File: src/rtl/core/tod_pkg.sv
// Package for the time-of-day counter: limits, key codes and the state record.
// Used by tod_step and by the top level; depends on nothing.
package tod_pkg;

  localparam logic [5:0] SEC_LIMIT   = 6'd60;
  localparam logic [5:0] MIN_LIMIT   = 6'd60;
  localparam logic [4:0] HOUR_LIMIT  = 5'd24;
  localparam logic [7:0] ASCII_ZERO  = 8'd48;
  localparam logic [7:0] START_KEY   = 8'h31;
  localparam logic [3:0] DIGIT_BASE  = 4'd10;

  localparam int unsigned DATA_IN_W  = 8;
  localparam int unsigned DATA_OUT_W = 24;

  // Kind of an input item, carried on tuser.
  localparam logic CMD_TICK = 1'b0;
  localparam logic CMD_KEY  = 1'b1;

  // Entry phase codes: running, then waiting for digit one to six.
  localparam logic [2:0] PH_RUN    = 3'd0;
  localparam logic [2:0] PH_HOUR_T = 3'd1;
  localparam logic [2:0] PH_HOUR_U = 3'd2;
  localparam logic [2:0] PH_MIN_U  = 3'd4;
  localparam logic [2:0] PH_SEC_U  = 3'd6;

  typedef struct packed {
    logic [4:0] hour_count;
    logic [5:0] minute_count;
    logic [5:0] second_count;
    logic [2:0] phase;
    logic [3:0] held_tens_digit;
  } tod_state_t;

endpackage

File: src/rtl/core/tod_step.sv
// Next-state logic of the time-of-day counter for one tick or key item.
// Depends on tod_pkg for limits, key codes and the state record.
module tod_step import tod_pkg::*; (
  input  tod_state_t  cur,
  input  logic        cmd,
  input  logic [7:0]  key_code,
  output tod_state_t  nxt
);

  logic       entering;
  logic       is_digit;
  logic [7:0] key_off;
  logic [3:0] digit;
  logic [6:0] value;
  logic [6:0] sec_inc;
  logic [6:0] min_inc;
  logic [5:0] hour_inc;

  assign entering = (cur.phase >= PH_HOUR_T) && (cur.phase <= PH_SEC_U);
  assign key_off  = key_code - ASCII_ZERO;
  assign is_digit = (key_code >= ASCII_ZERO) && (key_off < {4'd0, DIGIT_BASE});
  assign digit    = key_off[3:0];
  // tens * 10 + units, at most 99
  assign value    = ({3'd0, cur.held_tens_digit} << 3) + ({3'd0, cur.held_tens_digit} << 1)
                    + {3'd0, digit};
  assign sec_inc  = {1'b0, cur.second_count} + 7'd1;
  assign min_inc  = {1'b0, cur.minute_count} + 7'd1;
  assign hour_inc = {1'b0, cur.hour_count} + 6'd1;

  always_comb begin
    nxt = cur;
    if (cmd == CMD_TICK) begin
      if (!entering) begin
        // advance seconds and ripple the carries
        if (sec_inc >= {1'b0, SEC_LIMIT}) begin
          nxt.second_count = '0;
          if (min_inc >= {1'b0, MIN_LIMIT}) begin
            nxt.minute_count = '0;
            nxt.hour_count   = (hour_inc >= {1'b0, HOUR_LIMIT}) ? '0 : hour_inc[4:0];
          end else begin
            nxt.minute_count = min_inc[5:0];
          end
        end else begin
          nxt.second_count = sec_inc[5:0];
        end
      end
    end else if (!entering) begin
      nxt.phase = (key_code == START_KEY) ? PH_HOUR_T : PH_RUN;
    end else if (is_digit) begin
      if (cur.phase[0]) begin
        // tens digit: hold it until the pair completes
        nxt.held_tens_digit = digit;
        nxt.phase           = cur.phase + 3'd1;
      end else begin
        case (cur.phase)
          PH_HOUR_U: nxt.hour_count   = (value >= {2'd0, HOUR_LIMIT}) ? '0 : value[4:0];
          PH_MIN_U:  nxt.minute_count = (value >= {1'b0, MIN_LIMIT}) ? '0 : value[5:0];
          default:   nxt.second_count = (value >= {1'b0, SEC_LIMIT}) ? '0 : value[5:0];
        endcase
        nxt.phase = (cur.phase >= PH_SEC_U) ? PH_RUN : cur.phase + 3'd1;
      end
    end
  end

endmodule

File: src/rtl/core/time_of_day_counter_with_key_set.sv
// Top level of the 24-hour time-of-day counter with keypad time setting.
// Depends on tod_pkg and tod_step.
//
//  channel  | dir | tdata (low bit up)                              | tuser
//  s_axis   | in  | key_code[7:0]                                   | cmd (0 tick, 1 key)
//  m_axis   | out | hours[4:0] minutes[10:5] seconds[16:11]         | -
//           |     | entry_phase[19:17], zero [23:20]                |
//
// One item per cycle unless the sink stalls; each item gives one result, in the cycle after it is accepted.
// The time registers are updated in the accept cycle by tod_step; the result
// register holds the state after the item until the sink takes it.
// s_axis_tready is high while the result register is empty or being drained.
// Reset clears the time to 00:00:00, running, and empties the result register.
module time_of_day_counter_with_key_set import tod_pkg::*; (
  input  logic                  clk,
  input  logic                  rst,
  input  logic                  s_axis_tvalid,
  output logic                  s_axis_tready,
  input  logic [DATA_IN_W-1:0]  s_axis_tdata,   // key_code[7:0]
  input  logic                  s_axis_tuser,   // cmd
  output logic                  m_axis_tvalid,
  input  logic                  m_axis_tready,
  output logic [DATA_OUT_W-1:0] m_axis_tdata    // hours, minutes, seconds, entry_phase, pad
);

  tod_state_t state;
  tod_state_t state_next;
  logic       in_fire;

  assign s_axis_tready = !m_axis_tvalid || m_axis_tready;
  assign in_fire       = s_axis_tvalid && s_axis_tready;

  tod_step u_step (
    .cur      (state),
    .cmd      (s_axis_tuser),
    .key_code (s_axis_tdata),
    .nxt      (state_next)
  );

  always_ff @(posedge clk) begin
    if (rst) begin
      state         <= '0;
      m_axis_tvalid <= 1'b0;
    end else begin
      if (in_fire) begin
        state         <= state_next;
        m_axis_tvalid <= 1'b1;
      end else if (m_axis_tready) begin
        m_axis_tvalid <= 1'b0;
      end
    end
  end

  assign m_axis_tdata = {4'd0, state.phase, state.second_count, state.minute_count,
                         state.hour_count};

endmodule

File: config.mk
export PLATFORM = sky130hd
export DESIGN_NAME = time_of_day_counter_with_key_set
export DESIGN_NICKNAME = d
export VERILOG_FILES = /design/src/rtl/core/tod_pkg.sv /design/src/rtl/core/tod_step.sv /design/src/rtl/core/time_of_day_counter_with_key_set.sv
export SDC_FILE = /design/constraint.sdc
export NUM_CORES = 1
export LEC_CHECK = 0
export BUFFER_PORTS_ARGS = -buffer_cell sky130_fd_sc_hd__buf_2
export CELL_PAD_IN_SITES_DETAIL_PLACEMENT = 0
export CELL_PAD_IN_SITES_GLOBAL_PLACEMENT = 2
export CORE_MARGIN = 8
export CORE_UTILIZATION = 33
export CTS_CLUSTER_SIZE = 20
export DETAILED_ROUTE_END_ITERATION = 8
export GPL_TIMING_DRIVEN = 1
export HOLD_SLACK_MARGIN = 0.03
export PLACE_DENSITY = 0.87
export REMOVE_ABC_BUFFERS = 1
export SETUP_SLACK_MARGIN = 0.1
export SYNTH_ARGS = -nofsm -noshare
export SYNTH_HDL_FRONTEND = slang
export SYNTH_SLANG_ARGS = --single-unit
File: constraint.sdc
create_clock -name clk -period 4.3 [get_ports clk]
set_input_delay 0.86 -clock clk [delete_from_list [all_inputs] [get_ports clk]]
set_output_delay 0.86 -clock clk [all_outputs]
set_load 0.005 [all_outputs]
; ---- After elaboration in Yosys (flattened, before gate mapping)
; Cells that the tools add are included.
[word_totals]
ff_bits = 25
output_inout_bits = 26
wordCells = 69
in_bits = 13
[op_classes]
eq_ne = 10
n_reduce_logical = 14
order_cmp = 10
addsub = 7
muxes = 22
[op_table]
columns = op, n
row1 = 2-to-1 mux 17 bit, 4
row2 = 2-to-1 mux 6 bit, 5
row3 = 2-to-1 mux 24 bit, 1
row4 = >= comparator 7 x 6 -> 1 bit (second input constant), 3
row5 = 2-to-1 mux 5 bit, 4
row6 = adder 6 x 1 -> 7 bit (second input constant), 2
row7 = inequality test 2 bit (second input constant), 6
row8 = 2-to-1 mux 11 bit, 1
row9 = 2-to-1 mux 3 bit, 3
row10 = == test 8 x 6 -> 1 bit (second input constant), 1
row11 = >= comparator 8 x 6 -> 1 bit (second input constant), 1
row12 = less-than comparator 8 x 4 -> 1 bit (second input constant), 1
row13 = AND reduction 8 bit, 1
row14 = subtractor 8 x 6 -> 8 bit (second input constant), 1
row15 = adder 7 x 4 -> 7 bit, 1
row16 = adder 7 x 5 -> 7 bit, 1
row17 = >= comparator 7 x 5 -> 1 bit (second input constant), 1
row18 = AND reduction 7 bit, 1
row19 = adder 5 x 1 -> 6 bit (second input constant), 1
row20 = >= comparator 6 x 5 -> 1 bit (second input constant), 1
row21 = AND reduction 6 bit, 1
row22 = nonzero test 2 bit, 3
row23 = AND reduction 5 bit, 1
row24 = 2-to-1 mux 4 bit, 1
row25 = 13 further kinds, 17

; ---- Depth between registers and ports, before layout
; Gate-level depths: netlist of the first run.
[logic_depth]
word_depth = 9
mapped_depth = 10
mapped_depth_nobuf = 10

; ---- By module
; Synthesis of the first run repeated with hierarchy kept, for this count alone.
[unflattened]
cells_unflattened = 364
area_unflattened_um2 = 2864.0
[modules_own_cells]
columns = module, n_inst, seq_area_each_um2, cells_each, area_per_inst_um2
row1 = tod_step, 1, 0.0, 225, 1492.7
row2 = time_of_day_counter_with_key_set, 1, 500.5, 139, 1371.3

; ---- Worst setup path before layout of the first run
; OpenSTA, ideal clock, no wires.
[synth_timing]
kind = input port to flip-flop
from = input s_axis_tdata[3]
to = register state, in the netlist m_axis_tdata[5]
t_arrival_ps = 3187
setup_slack_ps = 1017
n_path_buf = 0
setup_ps = 95
t_required_ps = 4205
path_stages = 9
path_cell_list = fa_1 > inv_1 > fa_1 > nand2b_1 > a21oi_1 > xor2_1 > a311oi_2 > a21oi_1 > a221oi_1
[synth_via]
elab_chain_len = 9
elab_cells_between_ends = 14
cone_classes = add/sub (2) / order compare (3) / eq/ne (1) / mux (6) / reduce/logical (2)
[synth_lines]
columns = item, line
row1 = from (decl), time_of_day_counter_with_key_set.sv:19  ; input logic [DATA_IN_W-1:0] s_axis_tdata,
row2 = subtractor 8 x 6 -> 8 bit, tod_step.sv:20  ; assign key_off = key_code - ASCII_ZERO;
row3 = adder 7 x 4 -> 7 bit, tod_step.sv:25  ; + {3'd0, digit};
row4 = >= comparator 7 x 6 -> 1 bit, tod_step.sv:57  ; PH_MIN_U: nxt.minute_count = (value >= {1'b0, MIN_LIMIT}) ? '0 : value[5:0];
row5 = 2-to-1 mux 6 bit, tod_step.sv:57
row6 = 2-to-1 mux 6 bit, tod_step.sv:55  ; case (cur.phase)
row7 = 2-to-1 mux 17 bit, tod_step.sv:50  ; if (cur.phase[0]) begin
row8 = 2-to-1 mux 24 bit, tod_step.sv:49  ; end else if (is_digit) begin
row9 = 2-to-1 mux 17 bit, tod_step.sv:47  ; end else if (!entering) begin
row10 = 2-to-1 mux 17 bit, tod_step.sv:32  ; if (cmd == CMD_TICK) begin
row11 = to (signal assigned), time_of_day_counter_with_key_set.sv:46  ; state <= state_next;
row12 = to (decl), time_of_day_counter_with_key_set.sv:26  ; tod_state_t state;
; Parallel ways exist; a longest one is shown, timed or not. The select of a mux whose other input is x is not followed.
; A chain may end at the register's enable or synchronous reset.

; ---- Worst setup path in the final report of the first run
; Ends and elaborated chain as after synthesis.

==> summary.txt, run 1 <==
CTS
  • Worst-path clk slew: 0.09 ns
  • Sinks on Clock Net: 25
  • TritonCTS clock tree: yes
  • Clock Root Buffer: clkbuf_8
  • Hold_buf cts: 0
  • Total CTS buffers: 3
  • H-tree depth: 1
  • Post-cts resize count: 0
  • Post-CTS Setup Inserts: 0
  • Clock buffer depth: 2
  • Clock network latency to the later pin of the worst-skew pair: 0.26 ns

Final layout
  • Ant. Diodes: 0
  • Share of layout cells above drive strength 1: 16.5%
  • Area grow syn2layout: 4.52%
  • Number of fillers in the final layout: 718
  • # nets final: 315

Floorplan
  • Die area: 0.00958 sq mm
  • Io pins: 39
  • Core area: 0.00664 sq mm
  • Initial Util: 33.3%
  • Die Y: 97.9 um
  • Row count: 30
  • Die W: 97.9 um

Logic synthesis
  • Post-synth top flop: dfxtp_1
  • Mapped Area: 0.00221 sq mm
  • Number of flops mapped to enable cells by yosys: 0
  • Yosys warns: 0
  • Yosys cell types: 56
  • Syn_area_per_cell: 7.99 sq um
  • FFs w/ async S/R, synth: 0%
  • Seq/Total Area, Yosys: 22.6%
  • Flops & latches, synth: 25
  • Mapped Cells: 277

Place
  • Port Buffers: 34
  • Hpwl dp: 4460 um
  • Gpl congestion: 0.863

Critical path
  • Critical path arrival: 3.62 ns
  • Flop2flop setup slack: 1.25 ns
  • Worst Setup Path Type: input port to flop
  • Crit path capture type: flop
  • Worst Path Required: 4.48 ns
  • Crit Path Max Fanout: 10
  • Largest stage delay, worst path: 0.64 ns
  • Cells along the critical path: buf_2 -> fa_1 -> inv_1 -> fa_1 -> xnor2_1 -> and2_1 -> a311oi_2 -> a21oi_1 -> a221oi_1
  • CP most frequent cell: fa_1
  • CP startpoint kind: input port
  • Critical-path top delay cell: a311oi_2

Power
  • Power, Total: 0.000442 W
  • Pwr Density: 191 mW/mm^2
  • Worst VDD drop: 0.122 mV
  • Leakage: 0.925 nW

Drt
  • TritonRoute pass-1 iters: 4
  • Avg WL per Cell: 16.2 um
  • Vias: 2,039
  • Post-DR vias/cell: 5.60
  • DRC Markers: 0
  • Detailed Route Iter0 Violations: 96
  • Routed WL: 5880 um
  • Antenna viol nets, final: 0

STA
  • Crit share post-route: 80.0%
  • Min Tclk post-route: 3.44 ns
  • Max-slew violations: 0
  • Slew @ Worst Pin: 0.744 ns
  • Setup TNS: 0 ns
  • Worst Skew: 0.00282 ns
  • Count of final hold-check violations: 0
  • Final setup violating endpoints: 0
  • RSZ-0062 raised after global routing: no
  • Max-slew headroom: 50.0%
  • Max Clk Rate: 0.291 GHz

GRT
  • Tot GR Track Use: 12.0%
  • Largest net degree at the start of global routing: 20
  • Grt ovf: 0
  • Initial antenna violation count: 0
  • Number of global-route vias before repair: 1,923
  • Global-route wire length before repair: 9600 um

Status
  • Status: finished clean

Flow run
  • Max_cap viols: 0

Worst hold path
  • HP Class: flop to flop
registers in the layout, summed over array words and instances, names as in the netlist:
register	cells
m_axis_tvalid	1
m_axis_tdata	20
state	4
layout by cell type (no fill, tap or decap), types with 2 or more instances in the layout:
master / n
a211oi_1: 7
a21o_1: 4
a21oi_1: 19
a221oi_1: 4
a221oi_2: 2
a22o_1: 3
a311oi_2: 2
a31oi_1: 6
a41oi_1: 5
and2_1: 2
and3_1: 4
buf_2: 34
clkbuf_8: 3
conb_1: 4
dfxtp_1: 25
fa_1: 2
ha_1: 15
inv_1: 19
mux2i_1: 6
nand2_1: 14
nand2b_1: 3
nand3_1: 8
nand4b_1: 2
nor2_1: 22
nor2b_1: 3
nor3_1: 6
nor4_1: 5
nor4b_1: 3
o211ai_1: 4
o21ai_0: 10
o21ai_1: 4
o311ai_0: 4
or3_4: 3
or4_1: 4
xnor2_1: 3
synth_stat cells, drive strengths merged, types with 4 or more instances:
cell,instances,area [sq um]
a211oi,7,52.6
a21o,4,30.0
a21oi,19,95.1
a221oi,6,65.1
a31oi,6,37.5
a41oi,5,43.8
and3,4,25.0
buf,26,196
clkbuf,8,30.0
dfxtp,25,500
ha,15,188
inv,19,71.3
mux2i,6,60.1
nand2,14,52.6
nand3,8,40.0
nor2,22,82.6
nor3,7,40.0
nor4,5,31.3
o211ai,4,30.0
o21ai,15,78.8
o311ai,4,35.0
or4,4,30.0
cell type report:
class	count	area, sq um	share of cell area [%]
clock buffers	4	45.0	1.95
inverters	20	75.1	3.25
multi-input cells	201	1420	61.5
flip-flops and latches	25	500	21.6
well taps	80	100	4.33
repair buffers	34	170	7.36
metrics by stage:
step | util, % | hold slack, ns | instance area (sq um) | std cells | worst slack [ns]
after floorplan | - | 0.494 | 2000 | 246 | 1.02
after global placement | 34.1 | 0.534 | 2270 | 360 | 0.693
after detailed placement | 34.1 | 0.541 | 2270 | 360 | 0.591
after CTS | 34.8 | 0.552 | 2310 | 364 | 0.861
after global routing | 34.8 | 0.584 | 2310 | 364 | 0.624
final | 34.8 | 0.557 | 2310 | 364 | 0.859
power by group:
group / switching (W) / internal, W
sequential: 0.00000522 / 0.000235
combinational: 0.0000371 / 0.0000209
clock: 0.0000775 / 0.0000662
cell families (layout without fill, tap and decap cells):
logic type | count (synthesis) | in the layout | share of synthesized area [%]
AOI/OAI and AO/OA | 86 | 86 | 27.9
and+or+nand+nor | 84 | 84 | 21.1
buffers and inverters | 54 | 58 | 13.6
DFF | 25 | 25 | 22.6
adders and majority gates | 17 | 17 | 10.3
muxes | 6 | 6 | 2.72
xor gates and xnor gates | 4 | 4 | 1.58
other | 1 | 4 | 0.170
worst max-delay path, delay by kind of cell:
family	cells	cell delay [ns]
AOI/OAI and AO/OA	3	1.07
buffers and inverters	2	0.20
adders and majority gates	2	1.01
and+or+nand+nor	1	0.24
xor gates and xnor gates	1	0.24
final timing paths:
| path | start | end | cells past startpoint |
|---|---|---|---|
| setup / recovery | s_axis_tdata[3] | m_axis_tdata[5] | 9 |
| hold / removal | state[1] | state[1] | 2 |
| setup reg to reg | state[0] | m_axis_tdata[5] | 8 |
| hold reg to reg | state[1] | state[1] | 2 |
layer usage:
| layer | track usage (%) | share of wire [%] |
|---|---|---|
| met3 | 1.85 | 4.3 |
| met1 | 15.6 | 48 |
| met2 | 20.2 | 47 |
| met4 | 2.76 | 0.90 |
| met5 | 0 | 0 |
Note: power is estimated with default switching activity, not from simulation.
==> inputs of run 2 (changes only) <==
- CORE_UTILIZATION: 33 -> 30
- PLACE_DENSITY: 0.87 -> 0.83
- clock period: 4.3 -> 2.8 ns (I/O delays scaled with it)
==> summary.txt, run 2 (synthesis results as in run 1) <==
Floorplan
  • Die area: 0.0104 sq mm (+8.3%)
  • Initial Util: 30.7% (-2.6 points)
  • Core area: 0.00721 sq mm (+8.6%)
  • Row count: 31 (+3.3%)
  • Die W: 102 um (+4.1%)
  • Die Y: 102 um (+4.1%)
  • Io pins: 39 (unchanged)

STA
  • Slew @ Worst Pin: 0.728 ns (-0.0162 ns)
  • Min Tclk post-route: 2.64 ns
  • Final setup violating endpoints: 0 (unchanged)
  • Crit share post-route: 94.4%
  • Count of final hold-check violations: 0 (unchanged)
  • Final WS setup: 0.157 ns (-0.702 ns)
  • Worst Skew: 0.00685 ns (+0.00403 ns)
  • Max Clk Rate: 0.378 GHz
  • RSZ-0062 raised after global routing: yes
  • Max-slew violations: 0 (unchanged)
  • Max-slew headroom: 51.0% (+0.95 points)

Final layout
  • Number of fillers in the final layout: 790 (+10%)
  • Post-Layout Cell Count: 415 (+14%)
  • Leading cell type in the layout, fill and taps excluded: buf_2
  • Commonest cells after routing, fill and taps aside: buf_2, buf_4, dfxtp_1, nor2_1, inv_1
  • Ant. Diodes: 0 (unchanged)
  • # nets final: 347 (+10%)
  • Share of layout cells above drive strength 1: 30.1% (+14 points)
  • Number of flip-flops under the largest register name: 20 (unchanged)
  • Area grow syn2layout: 20.9%

GRT
  • Largest net degree at the start of global routing: 20 (unchanged)
  • Global-route wire length before repair: 10,300 um (+6.8%)
  • Tot GR Track Use: 12.3% (+0.25 points)
  • Number of global-route vias before repair: 2,119 (+10%)
  • Grt ovf: 0 (unchanged)
  • Initial antenna violation count: 0 (unchanged)

Critical path
  • Critical path arrival: 2.82 ns (-0.80 ns)
  • CP startpoint kind: input port
  • Crit path capture type: flop
  • Worst Setup Path Type: input port to flop
  • Worst Path Required: 2.97 ns (-1.51 ns)
  • Crit Path Max Fanout: 8 (-2)

Power
  • Clk pwr share: 32.8% (+0.3 points)
  • P_int: 0.000505 W (+57%)
  • Register share of total power: 51.8% (-2.5 points)
  • Pwr Density: 264 mW/mm^2 (+38%)
  • Worst VDD drop: 0.138 mV (+14%)
  • Net Sw Frac: 28.5% (+1.4 points)
  • Comb pwr share: 15.3% (+2.2 points)
  • Net Sw Power: 0.000201 W (+68%)
  • Leakage: 1.12 nW (+21%)

Drt
  • DR top layer: met4
  • Met3 WL post-DR: 293 um (+17%)
  • Vias: 2,147 (+5.3%)
  • Avg WL per Cell: 14.9 um (-7.7%)
  • DRC Markers: 0 (unchanged)
  • Detailed Route Iter0 Violations: 51 (-47%)
  • Post-DR vias/cell: 5.17 (-7.6%)
  • Routed WL: 6190 um (+5.2%)
  • Metal-1 WL: 3050 um (+7.6%)
  • Antenna viol nets, final: 0 (unchanged)
  • TritonRoute pass-1 iters: 4 (unchanged)
  • Met2 WL: 2760 um (+0.80%)

Worst hold path
  • HP Class: input port to flop

Place
  • Hpwl dp: 4720 um (+5.9%)
  • Total placed cells including tap cells: 408 (+13%)
  • Gpl congestion: 0.842 (-2.5%)
  • Placement Setup Slack: -0.352 ns (-0.943 ns)
  • Port Buffers: 34 (unchanged)

CTS
  • H-tree depth: 1 (unchanged)
  • Clock network latency to the later pin of the worst-skew pair: 0.28 ns (+0.02 ns)
  • Hold_buf cts: 0 (unchanged)
  • TritonCTS clock tree: yes
  • Clock Root Buffer: clkbuf_8
  • Total CTS buffers: 3 (unchanged)
  • Sinks on Clock Net: 25 (unchanged)
  • Clock buffer depth: 2 (unchanged)
  • Worst-path clk slew: 0.10 ns (about the same)

Status
  • Status: finished clean

Flow run
  • Max_cap viols: 0 (unchanged)
run 2: per-stage QoR:
step	TNS, ns	hold WS, ns	util (%)	power [W]	cell area (sq um)
floorplan	-0.786	0.494	-	0.000423	2000
global placement	-3.36	0.535	34.8	0.000478	2510
detailed placement	-4.07	0.542	34.8	0.000478	2510
CTS	0	0.534	36.8	0.000711	2660
global route	0	0.536	37.1	0.000742	2670
finish	0	0.533	37.1	0.000706	2670
run 2: worst max-delay path, stage by stage:
cell and delay [ns]:
buf_2 0.11, fa_1 0.54, inv_2 0.05, fa_2 0.34
nand2b_4 0.16, a21oi_4 0.16, xor2_2 0.21, buf_4 0.17
a311oi_4 0.04, buf_6 0.17, a221oi_2 0.23, nor2_1 0.06
run 2: area by class of cell:
type	instances	area, sq um	share of cell area, %
clock buffer	3	41.3	1.54
multi-input combinational	201	1510	56.5
tap	99	124	4.63
timing repair buffer	66	414	15.5
clock inverter	1	5.00	0.187
inverter	20	75.1	2.81
sequential	25	503	18.8
run 2: per-layer routing:
| metal | track usage [%] | vias up |
|---|---|---|
| li1 | - | 1083 |
| met1 | 16.4 | 1004 |
| met2 | 19.7 | 54 |
| met3 | 2.04 | 6 |
| met4 | 3.72 | 0 |
| met5 | 0 | - |
run 2: final timing paths:
| check | start | end | slack (ns) | cells after the start |
|---|---|---|---|---|
| setup / recovery | s_axis_tdata[3] | m_axis_tdata[12] | 0.16 | 12 |
| hold / removal | s_axis_tvalid | m_axis_tvalid | 0.53 | 3 |
| setup reg to reg | state[0] | m_axis_tdata[12] | 0.16 | 11 |
| hold reg to reg | state[2] | state[2] | 0.55 | 2 |
run 2: power groups by stage:
stage               combinational (W)  clock, W  sequential, W
finish                       0.000108  0.000232       0.000366
global route                 0.000119  0.000256       0.000366
CTS                          0.000107  0.000238       0.000366
detailed placement           0.000104         0       0.000374
global placement             0.000105         0       0.000374
floorplan                   0.0000475         0       0.000375
run 2: repair_timing:
action,CTS,global route
resized for setup,14,6
buffers inserted,4,0
endpoints found under the setup margin,14,13
pin swaps,12,9
